### config.mk
export PLATFORM = sky130hd
export DESIGN_NAME = phase_current_ema_filter_unit
export DESIGN_NICKNAME = d
export VERILOG_FILES = /design/src/sv/pcef_pkg.sv /design/src/sv/pcef_front.sv /design/src/sv/pcef_queue.sv /design/src/sv/pcef_back.sv /design/src/sv/pcef_result.sv /design/src/sv/phase_current_ema_filter_unit.sv
export SDC_FILE = /design/constraint.sdc
export NUM_CORES = 2
export LEC_CHECK = 0
export ABC_CLOCK_PERIOD_IN_PS = 19800
export BUFFER_PORTS_ARGS = -buffer_cell sky130_fd_sc_hd__buf_4
export CORE_MARGIN = 5
export CORE_UTILIZATION = 30
export DETAILED_ROUTE_END_ITERATION = 16
export PLACE_DENSITY_LB_ADDON = 0.3
export RECOVER_POWER = 50
export SLEW_MARGIN = 40
export SYNTH_ARGS = -nofsm -noshare
export SYNTH_HDL_FRONTEND = slang
export SYNTH_HIERARCHICAL = 1
export SYNTH_SLANG_ARGS = --single-unit
### constraint.sdc
create_clock -name clk -period 19.8 [get_ports clk]
set_clock_uncertainty 0.15 [all_clocks]
set_input_delay 0.99 -clock clk [delete_from_list [all_inputs] [get_ports clk]]
set_output_delay 0.99 -clock clk [all_outputs]
set_load 0.005 [all_outputs]
### src/sv/pcef_pkg.sv
// Shared types and constants of the phase-current EMA filter.
package pcef_pkg;

  // Fixed field widths
  localparam int ADC_BITS      = 12;
  localparam int FRACTION_BITS = 16;
  localparam int ACC_BITS      = ADC_BITS + FRACTION_BITS;
  localparam int CUR_BITS      = ACC_BITS + 1;
  localparam int PROD_BITS     = ACC_BITS + 16;

  // Configuration registers
  localparam int SPV_W     = 7;
  localparam int GAIN_W    = 16;
  localparam int CFG_IDX_W = 1;
  localparam int CFG_DAT_W = 16;

  localparam logic [CFG_IDX_W-1:0] REG_SAMPLES_PER_VALUE = 1'b0;
  localparam logic [CFG_IDX_W-1:0] REG_AMPS_PER_DIGIT    = 1'b1;

  localparam logic [SPV_W-1:0]  SPV_RESET  = 7'd1;
  localparam logic [GAIN_W-1:0] GAIN_RESET = 16'd1218;

  // Request codes on the input stream
  localparam logic [1:0] REQ_SAMPLE  = 2'd0;
  localparam logic [1:0] REQ_CALIB   = 2'd1;
  localparam logic [1:0] REQ_REFLECT = 2'd2;

  // Stream widths
  localparam int S_TDATA_W = 16;
  localparam int M_TDATA_W = 88;

  // Depth of the queue between front and back
  localparam int QUEUE_DEPTH = 2;

  typedef enum logic [1:0] {
    OP_SAMPLE,
    OP_CALIB,
    OP_REFLECT
  } op_kind_t;

  typedef struct packed {
    op_kind_t            kind;
    logic [ADC_BITS-1:0] sample;
  } op_item_t;

  typedef struct packed {
    logic                 we;
    logic [CFG_IDX_W-1:0] index;
    logic [CFG_DAT_W-1:0] data;
  } cfg_wr_t;

endpackage

### src/sv/pcef_front.sv
// Front end: accepts request beats, classifies them and drops unused codes.
module pcef_front (
  input  logic                              clk,
  input  logic                              rst,
  input  logic                              s_tvalid,
  output logic                              s_tready,
  input  logic [1:0]                        req_type,
  input  logic [pcef_pkg::ADC_BITS-1:0]     adc_sample,
  output logic                              q_valid,
  input  logic                              q_ready,
  output pcef_pkg::op_item_t                q_item
);

  logic               hold_valid;
  pcef_pkg::op_item_t hold_item;
  pcef_pkg::op_item_t item_next;
  logic               keep;

  // Classify the incoming request
  always_comb begin
    item_next.sample = adc_sample;
    item_next.kind   = pcef_pkg::OP_SAMPLE;
    keep             = 1'b1;
    case (req_type)
      pcef_pkg::REQ_SAMPLE:  item_next.kind = pcef_pkg::OP_SAMPLE;
      pcef_pkg::REQ_CALIB:   item_next.kind = pcef_pkg::OP_CALIB;
      pcef_pkg::REQ_REFLECT: item_next.kind = pcef_pkg::OP_REFLECT;
      default:               keep = 1'b0;
    endcase
  end

  assign s_tready = !hold_valid || q_ready;
  assign q_valid  = hold_valid;
  assign q_item   = hold_item;

  // Hold one classified beat until the queue takes it
  always_ff @(posedge clk) begin
    if (rst) begin
      hold_valid <= 1'b0;
    end else if (s_tvalid && s_tready) begin
      hold_valid <= keep;
    end else if (q_ready) begin
      hold_valid <= 1'b0;
    end
  end

  always_ff @(posedge clk) begin
    if (s_tvalid && s_tready) begin
      hold_item <= item_next;
    end
  end

endmodule

### src/sv/pcef_queue.sv
// Short queue of classified requests between front and back.
module pcef_queue (
  input  logic               clk,
  input  logic               rst,
  input  logic               in_valid,
  output logic               in_ready,
  input  pcef_pkg::op_item_t in_item,
  output logic               out_valid,
  input  logic               out_ready,
  output pcef_pkg::op_item_t out_item
);

  localparam int PTR_W = (pcef_pkg::QUEUE_DEPTH > 1) ? $clog2(pcef_pkg::QUEUE_DEPTH) : 1;
  localparam int CNT_W = $clog2(pcef_pkg::QUEUE_DEPTH + 1);

  pcef_pkg::op_item_t entry [pcef_pkg::QUEUE_DEPTH];
  logic [PTR_W-1:0]   wr_ptr;
  logic [PTR_W-1:0]   rd_ptr;
  logic [CNT_W-1:0]   count;
  logic               push;
  logic               pop;

  assign in_ready  = (count != CNT_W'(pcef_pkg::QUEUE_DEPTH));
  assign out_valid = (count != '0);
  assign out_item  = entry[rd_ptr];
  assign push      = in_valid && in_ready;
  assign pop       = out_valid && out_ready;

  // Advance pointers and fill level
  always_ff @(posedge clk) begin
    if (rst) begin
      wr_ptr <= '0;
      rd_ptr <= '0;
      count  <= '0;
    end else begin
      if (push) begin
        wr_ptr <= (wr_ptr == PTR_W'(pcef_pkg::QUEUE_DEPTH - 1)) ? '0 : wr_ptr + 1'b1;
      end
      if (pop) begin
        rd_ptr <= (rd_ptr == PTR_W'(pcef_pkg::QUEUE_DEPTH - 1)) ? '0 : rd_ptr + 1'b1;
      end
      if (push && !pop) begin
        count <= count + 1'b1;
      end else if (pop && !push) begin
        count <= count - 1'b1;
      end
    end
  end

  always_ff @(posedge clk) begin
    if (push) begin
      entry[wr_ptr] <= in_item;
    end
  end

endmodule

### src/sv/pcef_back.sv
// Back end: filter state, offset, sample counter and configuration registers.
module pcef_back #(
  parameter int FILTER_SHIFT = 4,
  parameter int MAX_SAMPLES  = 64
) (
  input  logic                                clk,
  input  logic                                rst,
  input  pcef_pkg::cfg_wr_t                   cfg,
  input  logic                                q_valid,
  output logic                                q_ready,
  input  pcef_pkg::op_item_t                  q_item,
  output logic                                res_valid,
  input  logic                                res_ready,
  output logic [pcef_pkg::ACC_BITS-1:0]       res_avg,
  output logic [pcef_pkg::ACC_BITS-1:0]       res_off,
  output logic [pcef_pkg::GAIN_W-1:0]         gain
);

  localparam int ACC_W = pcef_pkg::ACC_BITS;
  localparam int CNT_W = (MAX_SAMPLES > 1) ? $clog2(MAX_SAMPLES + 1) : 1;
  localparam int CMP_W = (CNT_W > pcef_pkg::SPV_W) ? CNT_W : pcef_pkg::SPV_W;

  logic [ACC_W-1:0]          avg;
  logic [ACC_W-1:0]          off;
  logic [CNT_W-1:0]          cnt;
  logic [pcef_pkg::SPV_W-1:0] spv;

  logic [ACC_W-1:0] avg_next;
  logic [ACC_W-1:0] decay;
  logic [ACC_W-1:0] step;
  logic [ACC_W:0]   sum;
  logic [ACC_W:0]   twice;
  logic [ACC_W:0]   refl;
  logic [CMP_W-1:0] eff;
  logic [CMP_W-1:0] cnt_next;
  logic             pop;
  logic             emit;

  assign q_ready = !res_valid || res_ready;
  assign pop     = q_valid && q_ready;

  // Effective count: zero acts as one, large values clip at the maximum
  always_comb begin
    eff = CMP_W'(spv);
    if (CMP_W'(spv) > CMP_W'(MAX_SAMPLES)) begin
      eff = CMP_W'(MAX_SAMPLES);
    end
    if (spv == '0) begin
      eff = CMP_W'(1);
    end
  end

  // Filter update and reflection arithmetic
  always_comb begin
    decay = avg - (avg >> FILTER_SHIFT);
    step  = ACC_W'({q_item.sample, {pcef_pkg::FRACTION_BITS{1'b0}}} >> FILTER_SHIFT);
    sum   = {1'b0, decay} + {1'b0, step};
    twice = {off, 1'b0};
    refl  = twice - {1'b0, avg};
    avg_next = avg;
    case (q_item.kind)
      pcef_pkg::OP_SAMPLE: begin
        avg_next = sum[ACC_W] ? {ACC_W{1'b1}} : sum[ACC_W-1:0];
      end
      pcef_pkg::OP_REFLECT: begin
        if (twice <= {1'b0, avg}) begin
          avg_next = '0;
        end else begin
          avg_next = refl[ACC_W] ? {ACC_W{1'b1}} : refl[ACC_W-1:0];
        end
      end
      default: avg_next = avg;
    endcase
    cnt_next = CMP_W'(cnt) + 1'b1;
    emit     = (q_item.kind == pcef_pkg::OP_SAMPLE) && (cnt_next >= eff);
  end

  // Update state on each popped request; configuration writes come in idle by rule of the user, not enforced here
  always_ff @(posedge clk) begin
    if (rst) begin
      avg  <= '0;
      off  <= '0;
      cnt  <= '0;
      spv  <= pcef_pkg::SPV_RESET;
      gain <= pcef_pkg::GAIN_RESET;
    end else begin
      if (cfg.we) begin
        case (cfg.index)
          pcef_pkg::REG_SAMPLES_PER_VALUE: begin
            spv <= cfg.data[pcef_pkg::SPV_W-1:0];
            cnt <= '0;
          end
          pcef_pkg::REG_AMPS_PER_DIGIT: gain <= cfg.data[pcef_pkg::GAIN_W-1:0];
          default: ;
        endcase
      end
      if (pop) begin
        avg <= avg_next;
        if (q_item.kind == pcef_pkg::OP_CALIB) begin
          off <= avg;
        end
        if (q_item.kind == pcef_pkg::OP_SAMPLE) begin
          cnt <= emit ? '0 : cnt_next[CNT_W-1:0];
        end
      end
    end
  end

  // Hand a snapshot to the result pipeline
  always_ff @(posedge clk) begin
    if (rst) begin
      res_valid <= 1'b0;
    end else if (q_ready) begin
      res_valid <= pop && emit;
    end
  end

  always_ff @(posedge clk) begin
    if (pop && emit) begin
      res_avg <= avg_next;
      res_off <= off;
    end
  end

endmodule

### src/sv/pcef_result.sv
// Result pipeline: difference, gain multiply, sign and output register.
module pcef_result (
  input  logic                            clk,
  input  logic                            rst,
  input  logic                            in_valid,
  output logic                            in_ready,
  input  logic [pcef_pkg::ACC_BITS-1:0]   in_avg,
  input  logic [pcef_pkg::ACC_BITS-1:0]   in_off,
  input  logic [pcef_pkg::GAIN_W-1:0]     gain,
  output logic                            out_valid,
  input  logic                            out_ready,
  output logic [pcef_pkg::ACC_BITS-1:0]   out_avg,
  output logic [pcef_pkg::ACC_BITS-1:0]   out_off,
  output logic [pcef_pkg::CUR_BITS-1:0]   out_cur
);

  localparam int ACC_W  = pcef_pkg::ACC_BITS;
  localparam int PROD_W = pcef_pkg::PROD_BITS;

  // Stage one: magnitude and sign of offset minus average
  logic             s1_valid;
  logic             s1_ready;
  logic [ACC_W-1:0] s1_avg;
  logic [ACC_W-1:0] s1_off;
  logic [ACC_W-1:0] s1_mag;
  logic             s1_neg;

  // Stage two: scaled magnitude
  logic             s2_valid;
  logic             s2_ready;
  logic [ACC_W-1:0] s2_avg;
  logic [ACC_W-1:0] s2_off;
  logic [ACC_W-1:0] s2_mag;
  logic             s2_neg;

  logic             neg_in;
  logic [ACC_W-1:0] mag_in;
  logic [PROD_W-1:0] prod;
  logic [pcef_pkg::CUR_BITS-1:0] cur_next;

  assign s2_ready = !out_valid || out_ready;
  assign s1_ready = !s2_valid || s2_ready;
  assign in_ready = !s1_valid || s1_ready;

  always_comb begin
    neg_in   = in_off < in_avg;
    mag_in   = neg_in ? (in_avg - in_off) : (in_off - in_avg);
    prod     = PROD_W'(s1_mag) * PROD_W'(gain);
    cur_next = s2_neg ? (-{1'b0, s2_mag}) : {1'b0, s2_mag};
  end

  // Advance valid flags
  always_ff @(posedge clk) begin
    if (rst) begin
      s1_valid  <= 1'b0;
      s2_valid  <= 1'b0;
      out_valid <= 1'b0;
    end else begin
      if (in_ready) begin
        s1_valid <= in_valid;
      end
      if (s1_ready) begin
        s2_valid <= s1_valid;
      end
      if (s2_ready) begin
        out_valid <= s2_valid;
      end
    end
  end

  // Move payload along the stages
  always_ff @(posedge clk) begin
    if (in_ready && in_valid) begin
      s1_avg <= in_avg;
      s1_off <= in_off;
      s1_mag <= mag_in;
      s1_neg <= neg_in;
    end
    if (s1_ready && s1_valid) begin
      s2_avg <= s1_avg;
      s2_off <= s1_off;
      s2_mag <= prod[PROD_W-1:pcef_pkg::FRACTION_BITS];
      s2_neg <= s1_neg;
    end
    if (s2_ready && s2_valid) begin
      out_avg <= s2_avg;
      out_off <= s2_off;
      out_cur <= cur_next;
    end
  end

endmodule

### src/sv/phase_current_ema_filter_unit.sv
// Top level of the phase-current EMA filter with offset calibration.
//
//  channel   | direction | beat contents
//  ----------+-----------+-------------------------------------------------
//  s_*       | in        | tuser req_type, tdata adc_sample
//  m_*       | out       | tdata average_out, offset_out, current_out
//  cfg_*     | in        | register write, index 0 samples, 1 gain
//
// One request beat is taken every cycle while s_tready is high; the filter state
// updates in the back end, so requests flow back to back.
// m_tvalid rises once the sample completing a count has passed the registers
// front, queue, state update, difference, multiply and output register.
// Reset is synchronous and clears all valid flags, the state and the registers.
// A stalled m_tready fills the result stages, then the queue, then drops s_tready.
module phase_current_ema_filter_unit #(
  parameter int FILTER_SHIFT = 4,
  parameter int MAX_SAMPLES  = 64
) (
  input  logic                              clk,
  input  logic                              rst,
  input  logic                              s_tvalid,
  output logic                              s_tready,
  // bits 11:0 adc_sample
  input  logic [pcef_pkg::S_TDATA_W-1:0]    s_tdata,
  // bits 1:0 req_type
  input  logic [1:0]                        s_tuser,
  output logic                              m_tvalid,
  input  logic                              m_tready,
  // bits 27:0 average_out, 55:28 offset_out, 84:56 current_out
  output logic [pcef_pkg::M_TDATA_W-1:0]    m_tdata,
  input  logic                              cfg_we,
  input  logic [pcef_pkg::CFG_IDX_W-1:0]    cfg_index,
  input  logic [pcef_pkg::CFG_DAT_W-1:0]    cfg_data
);

  pcef_pkg::op_item_t f_item;
  pcef_pkg::op_item_t q_item;
  pcef_pkg::cfg_wr_t  cfg;
  logic               f_valid;
  logic               f_ready;
  logic               q_valid;
  logic               q_ready;
  logic               r_valid;
  logic               r_ready;
  logic [pcef_pkg::ACC_BITS-1:0] r_avg;
  logic [pcef_pkg::ACC_BITS-1:0] r_off;
  logic [pcef_pkg::GAIN_W-1:0]   gain;
  logic [pcef_pkg::ACC_BITS-1:0] o_avg;
  logic [pcef_pkg::ACC_BITS-1:0] o_off;
  logic [pcef_pkg::CUR_BITS-1:0] o_cur;

  assign cfg.we    = cfg_we;
  assign cfg.index = cfg_index;
  assign cfg.data  = cfg_data;

  pcef_front u_front (
    .clk        (clk),
    .rst        (rst),
    .s_tvalid   (s_tvalid),
    .s_tready   (s_tready),
    .req_type   (s_tuser),
    .adc_sample (s_tdata[pcef_pkg::ADC_BITS-1:0]),
    .q_valid    (f_valid),
    .q_ready    (f_ready),
    .q_item     (f_item)
  );

  pcef_queue u_queue (
    .clk       (clk),
    .rst       (rst),
    .in_valid  (f_valid),
    .in_ready  (f_ready),
    .in_item   (f_item),
    .out_valid (q_valid),
    .out_ready (q_ready),
    .out_item  (q_item)
  );

  pcef_back #(
    .FILTER_SHIFT (FILTER_SHIFT),
    .MAX_SAMPLES  (MAX_SAMPLES)
  ) u_back (
    .clk       (clk),
    .rst       (rst),
    .cfg       (cfg),
    .q_valid   (q_valid),
    .q_ready   (q_ready),
    .q_item    (q_item),
    .res_valid (r_valid),
    .res_ready (r_ready),
    .res_avg   (r_avg),
    .res_off   (r_off),
    .gain      (gain)
  );

  pcef_result u_result (
    .clk       (clk),
    .rst       (rst),
    .in_valid  (r_valid),
    .in_ready  (r_ready),
    .in_avg    (r_avg),
    .in_off    (r_off),
    .gain      (gain),
    .out_valid (m_tvalid),
    .out_ready (m_tready),
    .out_avg   (o_avg),
    .out_off   (o_off),
    .out_cur   (o_cur)
  );

  // Pack the result beat, zero padding to whole bytes
  assign m_tdata = {
    {(pcef_pkg::M_TDATA_W - pcef_pkg::CUR_BITS - 2 * pcef_pkg::ACC_BITS){1'b0}},
    o_cur, o_off, o_avg
  };

endmodule

==> Word-level counts from Yosys, hierarchy flattened <==
Memories as Yosys holds them, arrays and structs flattened. A register that Yosys moved wholly into a read port is not among the register bits.
Cells that the tools add are included.
{ "classes": {"add_sub_neg": 11, "n_mul": 1, "n_lt_le_gt_ge": 4, "n_eq_ne": 5, "muxes": 25, "n_bitwise": 1, "n_reduce_logical": 32} }
{ "ops": {"columns": ["operator", "count"], "rows": [
  ["2-to-1 mux 28 bit", 5],
  ["case mux 28 bit (2 select lines)", 1],
  ["subtractor 28 bit", 2],
  ["2-to-1 mux 7 bit", 7],
  ["multiplier 28 x 16 -> 44 bit", 1],
  ["adder 28 x 24 -> 29 bit", 1],
  ["<= comparator 29 x 28 -> 1 bit", 1],
  ["negator 28 -> 29 bit", 1],
  ["subtractor 29 x 28 -> 29 bit", 1],
  ["< comparator 28 bit", 1],
  ["subtractor 28 x 24 -> 28 bit", 1],
  ["logical AND 1 bit", 10],
  ["2-to-1 mux 1 bit", 9],
  ["adder 7 x 1 -> 7 bit, second input constant", 1],
  ["greater-or-equal comparator 7 bit", 1],
  ["> comparator 7 bit, second input constant", 1],
  ["zero test 1 bit", 7],
  ["zero test 7 bit", 1],
  ["AND reduction 2 bit", 3],
  ["nonzero test 2 bit", 3],
  ["logical OR 1 bit", 5],
  ["== test 2 x 1 -> 1 bit, second input constant", 2],
  ["== test 2 bit, second input constant", 2],
  ["zero test 2 bit", 2],
  ["8 further kinds", 10]
]} }
{ "word_totals": {"ff_bits": 420, "mem_bits_rw": 28, "inputBits": 40, "out_inout_bits": 90, "wordCells": 109, "mem_count": 1} }
{ "mem_list": {"columns": ["name", "words", "word_bits", "rd", "rd_ports_with_merged_regs", "write_ports", "line", "text"], "rows": [
  ["u_queue.entry", 2, 14, 1, 1, 1, "pcef_queue.sv:16", "pcef_pkg::op_item_t entry [pcef_pkg::QUEUE_DEPTH];"]
]} }

==> Longest topological paths before layout <==
{ "depth": {"depth_word": 9, "depth_mapped": 24, "ltp_nobuf": 22} }

==> By module <==
The synthesis kept the hierarchy.
{ "by_module_without_submodules": {"columns": ["module", "n_inst", "cells_each", "area_each_um2", "seq_area_each_um2"], "rows": [
  ["pcef_result", 1, 2391, 25177.9, 7717.4],
  ["pcef_back", 1, 1121, 9516.6, 3423.3],
  ["pcef_queue", 1, 67, 1226.2, 940.9],
  ["pcef_front", 1, 21, 493.0, 440.4],
  ["phase_current_ema_filter_unit", 1, 4, 26.3, 0.0]
]} }

==> Worst setup path before layout <==
No wires, ideal clock.
{ "synth_timing": {"path_type": "input -> register", "from": "in m_tready", "to": "reg u_result.s2_avg[0] (enable)", "setup_ps": 658, "arrival_time_ps": 7251, "required_ps": 18992, "slack_ps": 11741, "cell_stages": 2, "path_buffers": 0, "path_cell_list": "nor2b_1 > a21boi_0"} }
{ "synth_between": {"elab_chain_cells": 3} }
{ "synth_lines": {"columns": ["element", "line", "text"], "rows": [
  ["from (decl)", "phase_current_ema_filter_unit.sv:28", "input logic m_tready,"],
  ["logical OR 1 bit", "pcef_result.sv:41", "assign s2_ready = !out_valid || out_ready;"],
  ["logical OR 1 bit", "pcef_result.sv:42", "assign s1_ready = !s2_valid || s2_ready;"],
  ["logical AND 1 bit", "pcef_result.sv:79", "if (s1_ready && s1_valid) begin"],
  ["to (signal assigned)", "pcef_result.sv:80", "s2_avg <= s1_avg;"],
  ["to (decl)", "pcef_result.sv:31", "logic [ACC_W-1:0] s2_avg;"]
]} }
No other way between the ends.
A chain may end at the register's enable or synchronous reset.

==> Worst setup path in the final report <==
{ "layout_timing": {"from": "reg u_result.s1_mag[7]", "to": "reg u_result.s2_mag[26], data pin"} }
{ "layout_between": {"elab_chain_cells": 1} }
{ "layout_lines": {"columns": ["element", "line", "text"], "rows": [
  ["from (decl)", "pcef_result.sv:25", "logic [ACC_W-1:0] s1_mag;"],
  ["from (signal assigned)", "pcef_result.sv:76", "s1_mag <= mag_in;"],
  ["multiplier 28 x 16 -> 44 bit", "pcef_result.sv:48", "prod = PROD_W'(s1_mag) * PROD_W'(gain);"],
  ["net u_result.prod[42]", "pcef_result.sv:38", "logic [PROD_W-1:0] prod;"],
  ["to (signal assigned)", "pcef_result.sv:82", "s2_mag <= prod[PROD_W-1:pcef_pkg::FRACTION_BITS];"],
  ["to (decl)", "pcef_result.sv:33", "logic [ACC_W-1:0] s2_mag;"]
]} }
The timed path passes the listed nets, and every way through them passes these cells.

==> results.yml <==
global_routing:
  grt_pass1_wl_um: 155100
  grt_pass1_vias: 26425
  gr-total-overflow: 0
  antenna_found_initial: 1
  grt_max_degree: 78
  grt_usage_pct: 15.56
placed_design:
  numPortBuffers: 122
  dpl.hpwl_um: 72380
  placed_cells: 5210
  gp_congestion: 0.8806
floorplanning:
  dieWidth_um: 358.5
  initial_core_util_pct: 30.29
  dieArea_mm2: 0.1285
  core_mm2: 0.1203
  rows: 127
  die_h_um: 358.5
  pin_count: 130
status:
  violations: "capacitance limit, slew limit"
  status: "finished with violations"
finish:
  fillers: 12264
  nets: 4305
  syn2layout_area_growth_pct: 11.95
  final_common_cell: "nand2_1"
  multi_input_area_mm2: 0.02136
  drive_gt1_share_pct: 8.056
  layout_common_cells: "nand2_1, inv_1, fa_1"
  seqCellArea_mm2: 0.01253
  final_cell_count_no_fill: 5312
timing:
  setup_violations: 0
  tightestPinTransition_ns: 4.558
  finalCriticalPeriod_ns: 7.595
  fmax_mhz: 131.7
  slew_headroom_pct: -203.9
  finalMaxSlewViolations: 184
  rsz0062_at_grt: "false"
  tns_ns: 0
  hold_violations: 0
  min_period_over_period_pct: 38.36
critical_path:
  crit_type: "flip-flop to flip-flop"
  critPathCaptureType: "flip-flop"
  arrival_ns: 7.87
  path_max_fanout: 16
  r2r.worst_path.cells: 19
  startpoint_type: "flip-flop"
  crit_required_ns: 20.07
clock_tree:
  htreeDepth: 2
  clock_path_buffers: 3
  clk_latency_ns: 0.67
  cts_sinks: 449
  tritoncts: "done"
  numCtsBuffers: 51
  post_cts_buffers: 0
  clkTransAtPathRegs_ns: 0.06
  root_buffer: "clkbuf_16"
  postCtsHoldBufs: 0
  cts_resized: 0
logic_synthesis:
  syn-instance-count: 3604
  async_flop_share_pct: 0
  seq_area_frac_synth_pct: 34.36
  synth_edf_count: 353
  syn_area_mm2: 0.03644
  syn_avg_cell_area_um2: 10.11
  yosys.area.top_type: "edfxtp_1"
  synth.distinct_cells: 96
  synthTopCellsByArea: "edfxtp_1, fa_1, ha_1, dfxtp_1, nand2_1"
  synth-main-ff-cell: "edfxtp_1"
  ys_warn_count: 6
  ys_ff_latch: 449
  synth_top_area_share_pct: 29.09
detailed_routing:
  drtIter0Drc: 1609
  viasPerCell: 4.863
  first_pass_iters: 5
  final_antenna_net_count: 0
  wl_per_cell_um: 18.92
  drc_errors: 0
  drt-total-wl_um: 100500
  num_vias: 25833
power:
  peakVddDrop_v: 0.0001278
  power_density_mw_per_mm2: 146.0
  p_leak_uw: 0.01707
worst_hold_path:
  hp-class: "flip-flop to flip-flop"
  whs_path_depth: 0
run:
  maxCapViolCount: 4
## critical path, stage by stage, from the launching register on
cell and delay (ns):
edfxtp_1 0.92, nand2_1 0.18, fa_1 0.58, inv_1 0.06, fa_1 0.55, fa_1 0.45
fa_1 0.48, fa_1 0.49, inv_1 0.05, fa_1 0.51, inv_1 0.05, ha_1 0.34
a21oi_1 0.31, o21ai_0 0.18, a211oi_1 0.54, a211oi_1 0.26, o31ai_1 0.46, a21oi_1 0.18
or4_1 0.49, o311ai_0 0.11
## state kept, by name, indices dropped and copies added (netlist names), 28 cells and up, named ones only
name	count
u_back/res_off	28
u_result/s2_avg	28
u_result/s1_off	28
u_result/out_avg	28
u_result/out_off	28
u_result/s1_mag	28
u_result/s1_avg	28
u_result/s2_mag	28
u_result/s2_off	28
u_back/off	28
u_queue/entry	28
u_result/out_cur	29
u_back/avg	28
u_back/res_avg	28
## final timing paths
| path | start | endpoint | slack, ns |
|---|---|---|---|
| max | u_result/s1_mag[7] | u_result/s2_mag[26] | 12.21 |
| min | u_result/s1_avg[5] | u_result/s2_avg[5] | 0.26 |
| max reg2reg | u_result/s1_mag[7] | u_result/s2_mag[26] | 12.21 |
| min reg2reg | u_result/s1_avg[5] | u_result/s2_avg[5] | 0.26 |
## per-stage QoR
stage	utilization, %	worst slack [ns]	area, um2	hold slack, ns	power [uW]
after floorplan	-	11.74	36450	0.2503	4008
after global placement	32.40	12.23	38980	0.2531	4934
after detailed placement	32.44	12.23	39020	0.2545	4959
after CTS	33.94	12.14	40830	0.2524	5995
after global routing	33.91	11.92	40790	0.2650	6515
final	33.91	12.21	40790	0.2646	5958
## routing by layer
| metal | track usage [%] | vias to the layer above | part of all wire, % |
|---|---|---|---|
| li1 | - | 12177 | - |
| met1 | 20.69 | 12776 | 44 |
| met2 | 25.77 | 743 | 47 |
| met3 | 2.871 | 137 | 6.1 |
| met4 | 5.041 | 0 | 3.3 |
| met5 | 0 | - | 0 |
## cell usage after synthesis (all sizes together), types with 8 or more instances
library cell,n
nand2b,20
and2,197
mux2i,14
a31oi,21
or4,8
nand4,16
a21oi,216
dfxtp,96
inv,506
fa,366
a21o,76
clkbuf,126
a41oi,16
a211oi,23
ha,243
o21ai,104
nor2b,26
and3,16
nor2,118
or3,8
nand2,510
nand3,43
mux2,17
o21bai,19
nand3b,8
a221oi,14
o211ai,20
o21a,30
o31ai,19
xor2,39
a311oi,15
xnor2,97
edfxtp,353
buf,36
a21boi,9
a2111oi,11
a22oi,22
nor3,39
## cells by family (layout without fill, tap and decap cells)
logic type	Yosys count	after routing	share of synthesized area, %
AO/OA/AOI/OAI	670	670	12.28
AND/OR/NAND/NOR	1040	1040	13.58
buffers and inverters	668	761	7.125
XOR/XNOR	136	136	3.289
multiplexers	31	31	0.9099
other	1	4	0.01029
adder cells (fa/ha/maj)	609	609	28.45
flip-flops	449	449	34.36
## final cells by class
cell class                      instances  share of cell area, %
Multi-Input combinational cell       2489                  52.37
Sequential cell                       449                  30.72
Tap cell                             1612                  4.944
Inverter                              506                  4.656
Clock buffer                           62                  3.352
Timing Repair Buffer                  159                  2.883
Clock inverter                         34                  1.067
Antenna cell                            1               0.006134
## report_power, final
part | internal, uW | switching (uW) | total (uW)
combinational | 1450 | 2190 | 3640
sequential | 1220 | 104 | 1320
clock | 572 | 426 | 997
total | 3240 | 2720 | 5960
Note: power is estimated with default switching activity, not from simulation.
